### src/hdl/timed_stepper_move_generator_defines.svh
// Assertion macros used by the top-level RTL file.
`ifndef TIMED_STEPPER_MOVE_GENERATOR_DEFINES_SVH
`define TIMED_STEPPER_MOVE_GENERATOR_DEFINES_SVH

`ifndef SYNTHESIS

// Same-cycle implication, clocked on clk, off while rst_n is low
`define TSMG_ASSERT_IMPL(lbl, ante, cons) \
    lbl: assert property (@(posedge clk) disable iff (!rst_n) (ante) |-> (cons)) \
        else $error("assertion failed");

// Next-cycle implication, clocked on clk, off while rst_n is low
`define TSMG_ASSERT_NEXT(lbl, ante, cons) \
    lbl: assert property (@(posedge clk) disable iff (!rst_n) (ante) |=> (cons)) \
        else $error("assertion failed");

`else

`define TSMG_ASSERT_IMPL(lbl, ante, cons)
`define TSMG_ASSERT_NEXT(lbl, ante, cons)

`endif

`endif

### src/hdl/tsmg_pkg.sv
package tsmg_pkg;

    // Default sizing
    localparam int STEP_COUNT_BITS_DEF = 16;
    localparam int TIME_BITS_DEF       = 32;
    localparam int US_PER_MS_DEF       = 1000;

    // Fixed field widths
    localparam int DUR_W    = 23;
    localparam int ACTION_W = 2;
    localparam int OUT_W    = 4;
    localparam int OUT_DW   = 8;

    // Request kinds carried on tuser
    localparam logic [ACTION_W-1:0] ACT_TICK   = 2'd0;
    localparam logic [ACTION_W-1:0] ACT_START  = 2'd1;
    localparam logic [ACTION_W-1:0] ACT_CANCEL = 2'd2;

endpackage

### src/hdl/tsmg_div.sv
module tsmg_div #(
    parameter int TIME_BITS = tsmg_pkg::TIME_BITS_DEF,
    parameter int DIV_BITS  = tsmg_pkg::STEP_COUNT_BITS_DEF + 1
) (
    input  logic                 clk,
    input  logic                 rst_n,
    input  logic                 start,
    input  logic [TIME_BITS-1:0] dividend,
    input  logic [DIV_BITS-1:0]  divisor,
    output logic                 done,
    output logic [TIME_BITS-1:0] quotient
);
    localparam int CNT_W = $clog2(TIME_BITS + 1);

    logic                 run_reg, run_next;
    logic                 done_reg, done_next;
    logic [CNT_W-1:0]     cnt_reg, cnt_next;
    logic [TIME_BITS-1:0] quo_reg;
    logic [DIV_BITS-1:0]  rem_reg;
    logic [DIV_BITS-1:0]  div_reg;

    logic [DIV_BITS:0]    trial;
    logic [DIV_BITS:0]    diff;
    logic                 ge;
    logic                 last;

    // Shift in one dividend bit and try the subtract
    always_comb
    begin
        trial = {rem_reg, quo_reg[TIME_BITS-1]};
        ge    = trial >= {1'b0, div_reg};
        diff  = trial - {1'b0, div_reg};
        last  = cnt_reg == CNT_W'(TIME_BITS - 1);
    end

    // Sequence the bit steps
    always_comb
    begin
        run_next  = run_reg;
        cnt_next  = cnt_reg;
        done_next = run_reg && last;
        if (start)
        begin
            run_next = 1'b1;
            cnt_next = '0;
        end
        else if (run_reg)
        begin
            cnt_next = cnt_reg + CNT_W'(1);
            if (last)
            begin
                run_next = 1'b0;
            end
        end
    end

    always_ff @(posedge clk or negedge rst_n)
    begin
        if (!rst_n)
        begin
            run_reg  <= 1'b0;
            done_reg <= 1'b0;
            cnt_reg  <= '0;
        end
        else
        begin
            run_reg  <= run_next;
            done_reg <= done_next;
            cnt_reg  <= cnt_next;
        end
    end

    // Quotient bits shift in behind the dividend
    always_ff @(posedge clk)
    begin
        if (start)
        begin
            quo_reg <= dividend;
            rem_reg <= '0;
            div_reg <= divisor;
        end
        else if (run_reg)
        begin
            quo_reg <= {quo_reg[TIME_BITS-2:0], ge};
            rem_reg <= ge ? diff[DIV_BITS-1:0] : trial[DIV_BITS-1:0];
        end
    end

    assign done     = done_reg;
    assign quotient = quo_reg;

endmodule

### src/hdl/timed_stepper_move_generator.sv
// Channel | Dir | Signals                       | Carries
// s       | in  | s_tvalid s_tready s_tdata s_tuser | one request: tick, start or cancel
// m       | out | m_tvalid m_tready m_tdata     | one result per request
//
// A tick that needs a new step interval waits in ST_DIV for the
// bit-serial divider (one quotient bit per cycle); other requests do not.
// One request is in work at a time; s_tready is high only while idle.
// The result sits in an output register, so a new request is taken while it waits.
// rst_n clears the move state and pins at once; no clearing pass is needed.
`include "timed_stepper_move_generator_defines.svh"

module timed_stepper_move_generator #(
    parameter int STEP_COUNT_BITS = tsmg_pkg::STEP_COUNT_BITS_DEF,
    parameter int TIME_BITS       = tsmg_pkg::TIME_BITS_DEF,
    parameter int US_PER_MS       = tsmg_pkg::US_PER_MS_DEF
) (
    input  logic clk,
    input  logic rst_n,
    input  logic s_tvalid,
    output logic s_tready,
    // step_count, direction, duration_ms, zero fill
    input  logic [((STEP_COUNT_BITS + 1 + tsmg_pkg::DUR_W + 7) / 8) * 8 - 1:0] s_tdata,
    // action
    input  logic [tsmg_pkg::ACTION_W-1:0] s_tuser,
    output logic m_tvalid,
    input  logic m_tready,
    // accepted, step_level, dir_level, busy_res, zero fill
    output logic [tsmg_pkg::OUT_DW-1:0] m_tdata
);
    import tsmg_pkg::*;

    localparam int EW       = STEP_COUNT_BITS + 2;
    localparam int DIV_BITS = STEP_COUNT_BITS + 1;
    localparam int CW       = (STEP_COUNT_BITS > DUR_W) ? STEP_COUNT_BITS : DUR_W;
    localparam int USW      = $clog2(US_PER_MS + 1);
    localparam int PW       = DUR_W + USW;
    localparam int XW       = (PW > TIME_BITS) ? PW : TIME_BITS + 1;

    typedef enum logic [4:0] {
        ST_IDLE = 5'b00001,
        ST_MUL  = 5'b00010,
        ST_DIV  = 5'b00100,
        ST_CMP  = 5'b01000,
        ST_DONE = 5'b10000
    } state_t;

    state_t                       state_reg, state_next;
    logic                         busy_reg, busy_next;
    logic                         cancel_reg, cancel_next;
    logic signed [EW-1:0]         edges_reg, edges_next;
    logic [TIME_BITS-1:0]         time_reg, time_next;
    logic [TIME_BITS-1:0]         since_reg, since_next;
    logic                         step_pin_reg, step_pin_next;
    logic                         dir_pin_reg, dir_pin_next;
    logic                         m_tvalid_reg, m_tvalid_next;

    logic [STEP_COUNT_BITS-1:0]   steps_reg;
    logic                         dir_in_reg;
    logic [DUR_W-1:0]             dur_reg;
    logic                         acc_reg, acc_next;
    logic [TIME_BITS-1:0]         wanted_reg, wanted_next;
    logic [OUT_DW-1:0]            m_tdata_reg, m_tdata_next;

    logic                         in_fire;
    logic                         edges_pos;
    logic [TIME_BITS-1:0]         since_inc;
    logic [XW-1:0]                prod_x;
    logic [TIME_BITS-1:0]         dur_us;
    logic                         too_many;
    logic                         div_start;
    logic                         div_done;
    logic [TIME_BITS-1:0]         div_quo;

    // Step interval divider
    tsmg_div #(
        .TIME_BITS (TIME_BITS),
        .DIV_BITS  (DIV_BITS)
    ) u_div (
        .clk      (clk),
        .rst_n    (rst_n),
        .start    (div_start),
        .dividend (time_reg),
        .divisor  (edges_reg[DIV_BITS-1:0]),
        .done     (div_done),
        .quotient (div_quo)
    );

    // Decode shared values
    always_comb
    begin
        in_fire   = s_tvalid && s_tready;
        edges_pos = !edges_reg[EW-1] && (edges_reg != '0);
        since_inc = (since_reg == '1) ? since_reg : since_reg + TIME_BITS'(1);
        prod_x    = XW'(dur_reg) * XW'(US_PER_MS);
        dur_us    = (prod_x > {{(XW - TIME_BITS){1'b0}}, {TIME_BITS{1'b1}}})
                    ? {TIME_BITS{1'b1}} : prod_x[TIME_BITS-1:0];
        too_many  = CW'(steps_reg) > CW'(dur_reg);
    end

    // Advance the request sequencer
    always_comb
    begin
        state_next    = state_reg;
        busy_next     = busy_reg;
        cancel_next   = cancel_reg;
        edges_next    = edges_reg;
        time_next     = time_reg;
        since_next    = since_reg;
        step_pin_next = step_pin_reg;
        dir_pin_next  = dir_pin_reg;
        m_tvalid_next = m_tvalid_reg && !m_tready;
        acc_next      = acc_reg;
        wanted_next   = wanted_reg;
        m_tdata_next  = m_tdata_reg;
        div_start     = 1'b0;

        case (state_reg)
            ST_IDLE:
            begin
                if (in_fire)
                begin
                    case (s_tuser)
                        ACT_TICK:
                        begin
                            acc_next   = busy_reg;
                            state_next = ST_DONE;
                            if (busy_reg)
                            begin
                                if (cancel_reg || (!edges_pos && time_reg == '0))
                                begin
                                    // End the move and drop both pins
                                    cancel_next   = 1'b0;
                                    step_pin_next = 1'b0;
                                    dir_pin_next  = 1'b0;
                                    busy_next     = 1'b0;
                                end
                                else
                                begin
                                    since_next = since_inc;
                                    if (edges_pos)
                                    begin
                                        div_start  = 1'b1;
                                        state_next = ST_DIV;
                                    end
                                    else
                                    begin
                                        wanted_next = time_reg;
                                        state_next  = ST_CMP;
                                    end
                                end
                            end
                        end
                        ACT_START:
                        begin
                            state_next = ST_MUL;
                        end
                        ACT_CANCEL:
                        begin
                            acc_next    = busy_reg;
                            cancel_next = cancel_reg || busy_reg;
                            state_next  = ST_DONE;
                        end
                        default:
                        begin
                            acc_next   = 1'b0;
                            state_next = ST_DONE;
                        end
                    endcase
                end
            end
            ST_MUL:
            begin
                // Load the move unless busy or too many steps
                if (busy_reg || too_many)
                begin
                    acc_next = 1'b0;
                end
                else
                begin
                    acc_next      = 1'b1;
                    busy_next     = 1'b1;
                    edges_next    = {1'b0, steps_reg, 1'b0};
                    time_next     = dur_us;
                    since_next    = '0;
                    step_pin_next = 1'b0;
                    dir_pin_next  = dir_in_reg;
                end
                state_next = ST_DONE;
            end
            ST_DIV:
            begin
                if (div_done)
                begin
                    wanted_next = div_quo;
                    state_next  = ST_CMP;
                end
            end
            ST_CMP:
            begin
                // Take an edge once the interval has run out
                if (since_reg >= wanted_reg)
                begin
                    step_pin_next = step_pin_reg ^ edges_pos;
                    edges_next    = edges_reg - EW'(1);
                    time_next     = (time_reg < since_reg) ? '0 : time_reg - since_reg;
                    since_next    = '0;
                end
                state_next = ST_DONE;
            end
            ST_DONE:
            begin
                // Hold until the output register is free
                if (!m_tvalid_reg || m_tready)
                begin
                    m_tvalid_next = 1'b1;
                    m_tdata_next  = {{(OUT_DW - OUT_W){1'b0}},
                                     busy_reg, dir_pin_reg, step_pin_reg, acc_reg};
                    state_next    = ST_IDLE;
                end
            end
            default:
            begin
                state_next = ST_IDLE;
            end
        endcase
    end

    always_ff @(posedge clk or negedge rst_n)
    begin
        if (!rst_n)
        begin
            state_reg    <= ST_IDLE;
            busy_reg     <= 1'b0;
            cancel_reg   <= 1'b0;
            edges_reg    <= '0;
            time_reg     <= '0;
            since_reg    <= '0;
            step_pin_reg <= 1'b0;
            dir_pin_reg  <= 1'b0;
            m_tvalid_reg <= 1'b0;
        end
        else
        begin
            state_reg    <= state_next;
            busy_reg     <= busy_next;
            cancel_reg   <= cancel_next;
            edges_reg    <= edges_next;
            time_reg     <= time_next;
            since_reg    <= since_next;
            step_pin_reg <= step_pin_next;
            dir_pin_reg  <= dir_pin_next;
            m_tvalid_reg <= m_tvalid_next;
        end
    end

    // Capture request fields and result payload
    always_ff @(posedge clk)
    begin
        if (in_fire)
        begin
            steps_reg  <= s_tdata[STEP_COUNT_BITS-1:0];
            dir_in_reg <= s_tdata[STEP_COUNT_BITS];
            dur_reg    <= s_tdata[STEP_COUNT_BITS + DUR_W:STEP_COUNT_BITS + 1];
        end
        acc_reg     <= acc_next;
        wanted_reg  <= wanted_next;
        m_tdata_reg <= m_tdata_next;
    end

    assign s_tready = state_reg == ST_IDLE;
    assign m_tvalid = m_tvalid_reg;
    assign m_tdata  = m_tdata_reg;

    `TSMG_ASSERT_IMPL(a_idle_pins_low, !busy_reg, !step_pin_reg && !dir_pin_reg)
    `TSMG_ASSERT_NEXT(a_one_request, s_tvalid && s_tready, !s_tready)
    `TSMG_ASSERT_IMPL(a_edges_floor, edges_reg[EW-1], edges_reg == {EW{1'b1}})
    `TSMG_ASSERT_IMPL(a_div_done_in_div, div_done, state_reg == ST_DIV)

endmodule
### config.mk
export PLATFORM = sky130hd
export DESIGN_NAME = timed_stepper_move_generator
export DESIGN_NICKNAME = d
export VERILOG_FILES = /design/src/hdl/tsmg_pkg.sv /design/src/hdl/tsmg_div.sv /design/src/hdl/timed_stepper_move_generator.sv
export VERILOG_INCLUDE_DIRS = /design/src /design/src/hdl
export SDC_FILE = /design/constraint.sdc
export NUM_CORES = 1
export LEC_CHECK = 0
export BUFFER_PORTS_ARGS = -buffer_cell sky130_fd_sc_hd__buf_4
export CAP_MARGIN = 20
export CORE_AREA = 2 2 207 229
export CTS_CLUSTER_DIAMETER = 80
export CTS_CLUSTER_SIZE = 20
export DETAILED_ROUTE_END_ITERATION = 10
export DIE_AREA = 0 0 209 231
export MAX_ROUTING_LAYER = met4
export PLACE_DENSITY = 0.58
export SLEW_MARGIN = 20
export SYNTH_ARGS = -nofsm -noshare
export SYNTH_HDL_FRONTEND = slang
export SYNTH_SLANG_ARGS = --single-unit
### constraint.sdc
create_clock -name clk -period 9.7 [get_ports clk]
set_clock_uncertainty 0.2 [all_clocks]
set_input_delay 0.97 -clock clk [delete_from_list [all_inputs] [get_ports clk]]
set_output_delay 0.97 -clock clk [all_outputs]
set_load 0.01 [all_outputs]
==> qor.txt, run 1 <==
=================================================================================================
Relative area change from synthesis to final layout                                         8.73%
Via count of the first global-routing pass                                                  14200
Antenna-violating nets left                                                                     0
Detailed-route vias per instance                                                             5.45
Count of boundary I/O pins                                                                     56
Cell family contributing the most delay on the critical path                          adder cells
Setup repair after global routing missed its margin                                         false
Post-synthesis cell area                                                               18200 um^2
Share of the yosys chip area belonging to registers                                         36.4%
Total wire length after detailed routing                                                 47000 um
Total die area                                                                         48300 um^2
Most used flip-flop cell after synthesis                                             sky130_fd_sc_hd__edfxtp_1
Most repeated cell in the gate-level netlist after synthesis                         sky130_fd_sc_hd__nand2_1
Average cell area after synthesis                                                       9.24 um^2
Layout cells sized above 1                                                                  6.67%
Setup CP Type                                                                             reg2reg
Count of synthesis-stage warnings from yosys                                                    0
H-tree depth reported by CTS                                                                    1
Peak fanout along the critical path                                                            25
Fraction of registers with async set/reset                                                  41.2%
Slew at the pin with the worst max-slew slack                                             1.04 ns
Hold bufs inserted after CTS                                                                    0
Post-CTS setup-driven buffer insertion count                                                    0
Initial antenna violation count                                                                 0
Global-route total usage across every layer                                                 20.4%
Cell row count                                                                                 83
Via count                                                                                   14200
Area of the placeable core                                                             46200 um^2
Vert. Die Dim                                                                              231 um
Final critical path time including I/O delays and setup                                   5.79 ns
Flop-to-flop setup slack                                                                  3.91 ns
Die width                                                                                  209 um
Count of input and output buffers                                                              51
Post-detail-place hpwl                                                                   35500 um
CTS sink cnt                                                                                  243
Type of the worst min-delay path                                                          reg2reg
Number of DRC markers after the initial detailed-route iteration                             1035
Peak Freq                                                                               0.173 GHz
Worst EP arrival                                                                          5.96 ns
Number of nets in the layout                                                                 2301
Post-synth EDFFs                                                                              126
Crit path buf inv count                                                                         4
Most common library cells after synthesis                                            sky130_fd_sc_hd__nand2_1, sky130_fd_sc_hd__inv_1, sky130_fd_sc_hd__ha_1, sky130_fd_sc_hd__a21oi_1, sky130_fd_sc_hd__nor2_1
Total DRC errors in the routed layout                                                           0
Max-slew violation count                                                                        0
CTS tree                                                                                    built
Clk pin slew, worst setup/hold paths                                                      0.08 ns
Maximum count of clock buffers along a single path                                              3
Accumulated negative setup slack                                                             0 ns
Insertion delay of the later-clocked pin in the worst-skew pair                           0.53 ns
Critical path's slowest cell                                                         sky130_fd_sc_hd__a21oi_1
Worst stage delay on the critical path                                                    0.67 ns
Clock root cell                                                                      sky130_fd_sc_hd__clkbuf_16
Kind of end point of the critical path                                                   register
Number of standard cells after synthesis                                                     1971
Number of distinct library cell variants in the gate-level netlist after synthesis             90
Total of cells resized after clock tree synthesis                                               0
Fillers                                                                                      4445
Critical-path cell list                                                              inv_1 > ha_1 > fa_1 > fa_1 > inv_1 > fa_1 > inv_1 > ha_1 > a21o_1 > a21o_1 > a2111oi_0 > or4_1 > nand3_1 > o21ai_1 > xnor2_1 > buf_4 > a21oi_1 > a31oi_1
Biggest area contributors in the synthesized netlist                                 sky130_fd_sc_hd__edfxtp_1, sky130_fd_sc_hd__dfrtp_1, sky130_fd_sc_hd__ha_1, sky130_fd_sc_hd__fa_1, sky130_fd_sc_hd__nand2_1
Number of optimization iterations in the first detailed-route pass                              5
Setup Viol. Count Final                                                                         0
Critical Path Source Type                                                                register
Leading area contributor after synthesis                                             sky130_fd_sc_hd__edfxtp_1
Max-cap viol count                                                                              0
Data required time of the critical path                                                   9.87 ns
Initial cell density of the core                                                            39.4%
Number of buffers added by the clock tree synthesis step                                       19
Yosys top cell area share                                                                   20.8%
Antenna diodes                                                                                  0
Outcome                                                                                 completed
Flip-flop and latch count after synthesis                                                     243
Routed length per instance                                                                18.0 um
Share of the clock period used by the worst path                                            59.7%
Maximum number of pins on one net before global-route repair                                   58
Routability cong.                                                                           0.874
Worst slew margin relative to its limit                                                     30.5%
Total congestion overflow                                                                       0
Wire length of the first global-routing pass                                             77200 um
Number of hold violations in the final report                                                   0
=================================================================================================
## final timing paths
path / startpoint / endpoint / depth (start not counted)
worst min-delay path: acc_reg$_DFFE_PP_ / m_tdata[0]$_DFFE_PP_ / 0
worst max register to register: dur_reg[20]$_DFFE_PP_ / time_reg[29]$_DFFE_PN0P_ / 18
max in group asynchronous: rst_n / time_reg[31]$_DFFE_PN0P_ / 2
worst max-delay path: dur_reg[20]$_DFFE_PP_ / time_reg[29]$_DFFE_PN0P_ / 18
min in group asynchronous: rst_n / edges_reg[5]$_DFFE_PN0P_ / 1
worst min register to register: acc_reg$_DFFE_PP_ / m_tdata[0]$_DFFE_PP_ / 0
## cell families (layout without fill, tap and decap cells)
family | after synthesis | count (layout) | share of synthesized area (%)
xor gates and xnor gates | 72 | 72 | 3.46
DFF | 243 | 243 | 36.4
AOI/OAI and AO/OA | 493 | 493 | 16.9
adders and majority gates | 258 | 258 | 21.2
other | 1 | 4 | 0.0206
buffers and inverters | 285 | 320 | 6.21
muxes | 11 | 11 | 0.612
and+or+nand+nor | 608 | 608 | 15.2
## placed cells by master, fill, tap and decap left out, types with 7 or more instances in the layout
cell type	netlist	layout
sky130_fd_sc_hd__nand2_1	272	272
sky130_fd_sc_hd__inv_1	217	216
sky130_fd_sc_hd__ha_1	174	174
sky130_fd_sc_hd__a21oi_1	168	168
sky130_fd_sc_hd__nor2_1	142	140
sky130_fd_sc_hd__o21ai_0	127	127
sky130_fd_sc_hd__edfxtp_1	126	126
sky130_fd_sc_hd__dfrtp_1	99	99
sky130_fd_sc_hd__fa_1	84	84
sky130_fd_sc_hd__buf_4	7	69
sky130_fd_sc_hd__a21o_1	48	48
sky130_fd_sc_hd__xnor2_1	42	42
sky130_fd_sc_hd__nand4_1	34	34
sky130_fd_sc_hd__nand3_1	30	30
sky130_fd_sc_hd__xor2_1	30	30
sky130_fd_sc_hd__nor3_1	29	28
sky130_fd_sc_hd__clkbuf_16	0	19
sky130_fd_sc_hd__nand2b_1	18	18
sky130_fd_sc_hd__a31oi_1	17	17
sky130_fd_sc_hd__dfxtp_1	17	17
sky130_fd_sc_hd__nor4_1	14	14
sky130_fd_sc_hd__nor2b_1	12	12
sky130_fd_sc_hd__o21a_1	12	12
sky130_fd_sc_hd__a211oi_1	12	12
sky130_fd_sc_hd__o211ai_1	10	10
sky130_fd_sc_hd__o31ai_1	10	10
sky130_fd_sc_hd__mux2i_1	10	10
sky130_fd_sc_hd__and3_1	9	9
sky130_fd_sc_hd__o21ai_1	10	9
sky130_fd_sc_hd__nand3b_1	7	7
sky130_fd_sc_hd__o22ai_1	7	7
sky130_fd_sc_hd__o41ai_1	7	7
sky130_fd_sc_hd__o21bai_1	7	7
## through the flow
step                util (%)  hold WS [ns]  cell area [um^2]  setup slack, ns  std cells
finish                  42.8         0.232             19800             3.91       2604
floorplan                  -         0.200             18200             4.64       1974
CTS                     42.8         0.227             19800             3.91       2604
global route            42.8         0.253             19800             3.60       2604
global placement        41.5         0.208             19200             4.09       2571
detailed placement      41.5         0.207             19200             3.93       2571
## per-layer routing
layer	vias to the layer above	share of wire, %	track usage, %
li1	6908	-	-
met1	6935	47	27.3
met2	272	47	33.5
met3	68	3.4	1.78
met4	0	2.3	5.60
met5	-	0	-
## final cells by class
cell class	count	area (um^2)	share of cell area, %
clock inverter	10	96.3	0.487
tap	595	744	3.76
sequential	243	6630	33.5
clock buffer	23	510	2.58
timing repair buffer	69	518	2.62
multi-input combinational	1446	10500	52.9
inverter	218	818	4.13
Power of run 1 is left out: the tool's default activity adds up to more than one toggle a clock period on the data nets, which glitch-free logic cannot reach.
==> inputs of run 2 (changes only) <==
Settings changed: ABC_AREA from default to 1, CORE_AREA 2 2 207 229 to 2 2 220 243, DIE_AREA 0 0 209 231 to 0 0 222 245.
Clock period 9.7 ns to 5.5 ns, I/O delays scaled along.
==> run 2 against run 1 <==
Register-to-register slack worse by 3.3 ns. Synthesized cell count is 44% higher. Via count rose by 28%. Critical path type unchanged.
==> qor.txt, run 2 <==
=================================================================================================
Most common library cells after synthesis                                            sky130_fd_sc_hd__nand2_1, sky130_fd_sc_hd__inv_1, sky130_fd_sc_hd__nor2_1, sky130_fd_sc_hd__nand3_1, sky130_fd_sc_hd__ha_1
Biggest area contributors in the synthesized netlist                                 sky130_fd_sc_hd__edfxtp_1, sky130_fd_sc_hd__nand2_1, sky130_fd_sc_hd__dfrtp_1, sky130_fd_sc_hd__ha_1, sky130_fd_sc_hd__inv_1
Total DRC errors in the routed layout                                                           0
Antenna diodes                                                                                  0
Routability cong.                                                                           0.981
Layout cells sized above 1                                                                  4.35%
Post-synth EDFFs                                                                              126
Post-Layout Inst Area                                                                  22800 um^2
Max-slew violation count                                                                        0
Detailed-route vias per instance                                                             5.05
Slew at the pin with the worst max-slew slack                                             1.05 ns
Fraction of registers with async set/reset                                                  41.2%
Average cell area after synthesis                                                       7.27 um^2
Maximum count of clock buffers along a single path                                              3
CTS tree                                                                                    built
Number of standard cells after synthesis                                                     2832
Post-CTS setup-driven buffer insertion count                                                    0
Count of input and output buffers                                                              51
Clk pin slew, worst setup/hold paths                                                      0.09 ns
Critical Path Source Type                                                                register
Number of DRC markers after the initial detailed-route iteration                             1219
Yosys top cell area share                                                                   18.4%
Number of distinct library cell variants in the gate-level netlist after synthesis             49
Fillers                                                                                      5347
Number of optimization iterations in the first detailed-route pass                              5
Worst setup startpoint                                                               dur_reg[16]$_DFFE_PP_
Count of boundary I/O pins                                                                     56
Number of buffers added by the clock tree synthesis step                                       21
Vert. Die Dim                                                                              245 um
Outcome                                                                                 completed
Worst slew margin relative to its limit                                                     30.1%
Maximum number of pins on one net before global-route repair                                   71
Via count of the first global-routing pass                                                  17900
Setup CP Type                                                                             reg2reg
Initial antenna violation count                                                                 0
Start of the worst register-to-register path                                         dur_reg[16]$_DFFE_PP_
Max-cap viol count                                                                              0
Wire length of the first global-routing pass                                             94400 um
Kind of end point of the critical path                                                   register
Global-route total usage across every layer                                                 22.3%
Count of synthesis-stage warnings from yosys                                                    0
Final critical path time including I/O delays and setup                                   4.93 ns
Leading area contributor after synthesis                                             sky130_fd_sc_hd__edfxtp_1
Setup Viol. Count Final                                                                         0
Origin of the worst min-delay path                                                     s_tuser[0]
Cell row count                                                                                 88
Relative area change from synthesis to final layout                                         10.8%
Insertion delay of the later-clocked pin in the worst-skew pair                           0.54 ns
Total congestion overflow                                                                       0
Data required time of the critical path                                                   5.70 ns
Post-synthesis cell area                                                               20600 um^2
Routed length per instance                                                                16.0 um
Peak Freq                                                                               0.203 GHz
Most repeated cell in the gate-level netlist after synthesis                         sky130_fd_sc_hd__nand2_1
Setup repair after global routing missed its margin                                         false
Most common cell after layout, fill and taps aside                                   sky130_fd_sc_hd__nand2_1
H-tree depth reported by CTS                                                                    1
Peak fanout along the critical path                                                            23
Accumulated negative setup slack                                                             0 ns
Top library cells by usage in the layout, fill and taps aside                        sky130_fd_sc_hd__nand2_1, sky130_fd_sc_hd__inv_1, sky130_fd_sc_hd__nor2_1
Share of the yosys chip area belonging to registers                                         32.2%
Number of hold violations in the final report                                                   0
Total die area                                                                         54400 um^2
Type of the worst min-delay path                                                           in2reg
Area of the placeable core                                                             52100 um^2
Share of the clock period used by the worst path                                            89.6%
Die width                                                                                  222 um
Number of nets in the layout                                                                 3212
Most used flip-flop cell after synthesis                                             sky130_fd_sc_hd__edfxtp_1
Via count                                                                                   18200
Total wire length after detailed routing                                                 57700 um
Area of placed instances                                                               21700 um^2
Flip-flop and latch count after synthesis                                                     243
Post-detail-place hpwl                                                                   46100 um
Antenna-violating nets left                                                                     0
Initial cell density of the core                                                            39.5%
CTS sink cnt                                                                                  243
Clock root cell                                                                      sky130_fd_sc_hd__clkbuf_16
Worst EP arrival                                                                          5.13 ns
=================================================================================================
==> run 2: cell type report <==
cell class                      count  area [um^2]  area share [%]
Tap cell                          675          845            3.70
Clock buffer                       25          541            2.37
Clock inverter                     12          156           0.686
Multi-Input combinational cell   2032        11800            51.9
Timing Repair Buffer              109          923            4.05
Sequential cell                   243         6630            29.1
Inverter                          501         1880            8.26
==> run 2: repair_timing <==
| action | CTS | global route |
|---|---|---|
| endpoints found under the hold margin | 88 | 0 |
| gates resized for setup | 0 | 0 |
| hold buffers | 42 | 0 |
==> run 2: cells by family after synthesis <==
kind of cell,count (synthesis),share of synthesized area [%]
flip-flops,243,32.2
AND/OR/NAND/NOR,1431,28.9
AO/OA/AOI/OAI,282,7.24
buffers and inverters,560,10.5
other,1,0.0182
XOR/XNOR,57,2.43
adder cells (fa/ha/maj),258,18.7
==> run 2: metal layers <==
metal	GRT usage, %	vias up	wire, um
li1	-	9121	-
met4	6.74	0	1770
met2	37.1	399	27400
met1	29.0	8544	26100
met5	-	-	0
met3	1.84	87	2330
==> run 2: stage by stage <==
| stage | hold WS [ns] | instances | utilization [%] | setup WS [ns] |
|---|---|---|---|---|
| after floorplan | 0.0544 | 2835 | - | 0.902 |
| after global placement | 0.230 | 3518 | 41.7 | 0.547 |
| after detailed placement | 0.224 | 3518 | 41.7 | 0.565 |
| after CTS | 0.102 | 3597 | 43.8 | 0.537 |
| after global routing | 0.120 | 3597 | 43.8 | 0.149 |
| final | 0.129 | 3597 | 43.8 | 0.572 |
==> run 2: worst max-delay path, cell delays in order, from the launching register on <==
cell and delay [ns]:
sky130_fd_sc_hd__edfxtp_1 0.46, sky130_fd_sc_hd__inv_1 0.25, sky130_fd_sc_hd__fa_1 0.49, sky130_fd_sc_hd__fa_1 0.51
sky130_fd_sc_hd__inv_1 0.05, sky130_fd_sc_hd__fa_1 0.49, sky130_fd_sc_hd__inv_1 0.05, sky130_fd_sc_hd__fa_1 0.49
sky130_fd_sc_hd__inv_1 0.04, sky130_fd_sc_hd__ha_1 0.35, sky130_fd_sc_hd__nand2_1 0.11, sky130_fd_sc_hd__nor2_1 0.20
sky130_fd_sc_hd__nand2_1 0.11, sky130_fd_sc_hd__nor2_1 0.12, sky130_fd_sc_hd__nand2_1 0.08, sky130_fd_sc_hd__nand3b_1 0.09
sky130_fd_sc_hd__nand2_1 0.06, sky130_fd_sc_hd__nand3_1 0.07, sky130_fd_sc_hd__buf_4 0.27, sky130_fd_sc_hd__o21ai_0 0.14
sky130_fd_sc_hd__nand2_1 0.08, sky130_fd_sc_hd__o21ai_1 0.07
==> run 2: path summary, 6_finish.rpt <==
check                                           end  slack, ns  cells past startpoint
setup / recovery            time_reg[0]$_DFFE_PN0P_       0.57                     21
min in group asynchronous   dir_pin_reg$_DFFE_PN0P_       0.37                      2
setup reg to reg            time_reg[0]$_DFFE_PN0P_       0.57                     21
hold / removal             state_reg[1]$_DFFE_PN0P_       0.13                      3
hold reg to reg                m_tdata[0]$_DFFE_PP_       0.24                      0
max in group asynchronous  time_reg[30]$_DFFE_PN0P_       3.49                      3
Power of run 2 is left out for the same reason.
==> inputs of run 3 (changes only) <==
Settings changed: CORE_AREA 2 2 220 243 to 2 2 207 230, DIE_AREA 0 0 222 245 to 0 0 209 232, PLACE_DENSITY 0.58 to 0.63.
==> run 3 against run 2 <==
Critical path depth shrank 3. Via count shrank 0.82%. Highest routed layer unchanged. Die area shrank 11%. Sequential share of layout area grew 0.088 points. First-iteration DRC count grew 12%. Hold slack lost 0.044 ns. Utilization grew 5.4 points.
==> qor.txt, run 3 (same netlist as run 2, synthesis figures left out) <==
=================================================================================
Routed length per instance                                                16.1 um
Total congestion overflow                                                       0
Slew at the pin with the worst max-slew slack                             1.07 ns
Number of optimization iterations in the first detailed-route pass              6
Cell row count                                                                 83
Maximum count of clock buffers along a single path                              3
Area of the placeable core                                             46200 um^2
Outcome                                                                 completed
Critical Path Source Type                                                register
Total wire length after detailed routing                                 56600 um
Post-CTS setup-driven buffer insertion count                                    0
Number of buffers added by the clock tree synthesis step                       22
Final critical path time including I/O delays and setup                   4.99 ns
Number of DRC markers after the initial detailed-route iteration             1371
Peak fanout along the critical path                                             5
Setup Viol. Count Final                                                         0
Layout cells sized above 1                                                  4.28%
Wire length of the first global-routing pass                             92900 um
Setup repair after global routing missed its margin                         false
Kind of end point of the critical path                                   register
Worst slew margin relative to its limit                                     28.1%
Worst EP arrival                                                          5.22 ns
Antenna diodes                                                                  0
Via count of the first global-routing pass                                  17900
CTS sink cnt                                                                  243
Data required time of the critical path                                   5.73 ns
Type of the worst min-delay path                                           in2reg
Total DRC errors in the routed layout                                           0
Area of the multi-input gates                                          11800 um^2
Most common cell after layout, fill and taps aside                   sky130_fd_sc_hd__nand2_1
Share of the clock period used by the worst path                            90.7%
Accumulated negative setup slack                                             0 ns
Initial cell density of the core                                            44.5%
Die width                                                                  209 um
Fillers                                                                      4603
Peak Freq                                                               0.200 GHz
Clk pin slew, worst setup/hold paths                                      0.08 ns
Maximum number of pins on one net before global-route repair                   54
Area of placed instances                                               21600 um^2
Detailed-route vias per instance                                             5.12
Count of input and output buffers                                              51
Via count                                                                   18000
Relative area change from synthesis to final layout                         10.5%
Top library cells by usage in the layout, fill and taps aside        sky130_fd_sc_hd__nand2_1, sky130_fd_sc_hd__inv_1, sky130_fd_sc_hd__nor2_1
Initial antenna violation count                                                 0
Total die area                                                         48500 um^2
Max-slew violation count                                                        0
Routability cong.                                                            1.00
Global-route total usage across every layer                                 24.7%
Post-detail-place hpwl                                                   45800 um
Max-cap viol count                                                              0
Clock root cell                                                      sky130_fd_sc_hd__clkbuf_16
CTS tree                                                                    built
Antenna-violating nets left                                                     0
Number of hold violations in the final report                                   0
Number of nets in the layout                                                 3210
Vert. Die Dim                                                              232 um
Insertion delay of the later-clocked pin in the worst-skew pair           0.56 ns
H-tree depth reported by CTS                                                    1
Post-Layout Inst Area                                                  22700 um^2
Setup CP Type                                                             reg2reg
Reg area                                                                6630 um^2
Count of boundary I/O pins                                                     56
=================================================================================
-- run 3: cell count changes in the layout (fill, tap and decap cells not counted), sizes merged --
cell | before | now
inv | 504 | 506
clkbuf | 25 | 29
clkinvlp | 2 | 1
clkinv | 6 | 4
buf | 67 | 64
-- run 3: metrics by stage --
step | cells | hold WS, ns | utilization, % | setup slack (ns)
after floorplan | 2835 | 0.0544 | - | 0.902
after global placement | 3435 | 0.212 | 46.7 | 0.571
after detailed placement | 3435 | 0.209 | 46.7 | 0.555
after CTS | 3517 | 0.0639 | 49.2 | 0.515
after global routing | 3517 | 0.0900 | 49.2 | 0.152
final | 3517 | 0.0855 | 49.2 | 0.511
-- run 3: layout make-up --
| cell class | instances | share of cell area [%] |
|---|---|---|
| Timing Repair Buffer | 106 | 3.96 |
| Clock inverter | 11 | 0.671 |
| Inverter | 501 | 8.28 |
| Sequential cell | 243 | 29.1 |
| Clock buffer | 29 | 2.63 |
| Tap cell | 595 | 3.27 |
| Multi-Input combinational cell | 2032 | 52.0 |
-- run 3: what timing repair did --
action,in CTS,in global routing
hold buffers,42,0
gates resized for setup,0,0
endpoints found under the hold margin,87,0
-- run 3: worst paths after layout --
path	slack, ns	startpoint	end	cells past startpoint
min in group asynchronous	0.35	rst_n	dir_pin_reg$_DFFE_PN0P_	2
max reg2reg	0.51	dur_reg[6]$_DFFE_PP_	time_reg[23]$_DFFE_PN0P_	18
min	0.09	s_tuser[0]	state_reg[1]$_DFFE_PN0P_	3
max in group asynchronous	3.55	rst_n	time_reg[31]$_DFFE_PN0P_	3
max	0.51	dur_reg[6]$_DFFE_PP_	time_reg[23]$_DFFE_PN0P_	18
min reg2reg	0.23	acc_reg$_DFFE_PP_	m_tdata[0]$_DFFE_PP_	0
-- run 3: critical path, stage by stage, from the launching register on --
cell	delay, ns
sky130_fd_sc_hd__edfxtp_1	0.43
sky130_fd_sc_hd__inv_1	0.28
sky130_fd_sc_hd__fa_1	0.49
sky130_fd_sc_hd__fa_1	0.55
sky130_fd_sc_hd__fa_1	0.44
sky130_fd_sc_hd__fa_1	0.52
sky130_fd_sc_hd__inv_1	0.04
sky130_fd_sc_hd__ha_1	0.35
sky130_fd_sc_hd__nand2_1	0.12
sky130_fd_sc_hd__nor2_1	0.31
sky130_fd_sc_hd__nand3_1	0.14
sky130_fd_sc_hd__nand3_1	0.29
sky130_fd_sc_hd__nand2_1	0.08
sky130_fd_sc_hd__nand2_1	0.13
sky130_fd_sc_hd__a21oi_1	0.08
sky130_fd_sc_hd__o21ai_0	0.15
sky130_fd_sc_hd__nand3_1	0.13
sky130_fd_sc_hd__nand2_1	0.07
sky130_fd_sc_hd__nand2_1	0.05
-- run 3: metal layers --
metal | vias up | global-route usage, % | routed length (um)
met3 | 86 | 1.99 | 2280
li1 | 9114 | - | -
met1 | 8405 | 31.2 | 25200
met4 | 0 | 8.21 | 1910
met2 | 397 | 42.0 | 27200
met5 | - | - | 0
Power of run 3 is left out for the same reason.
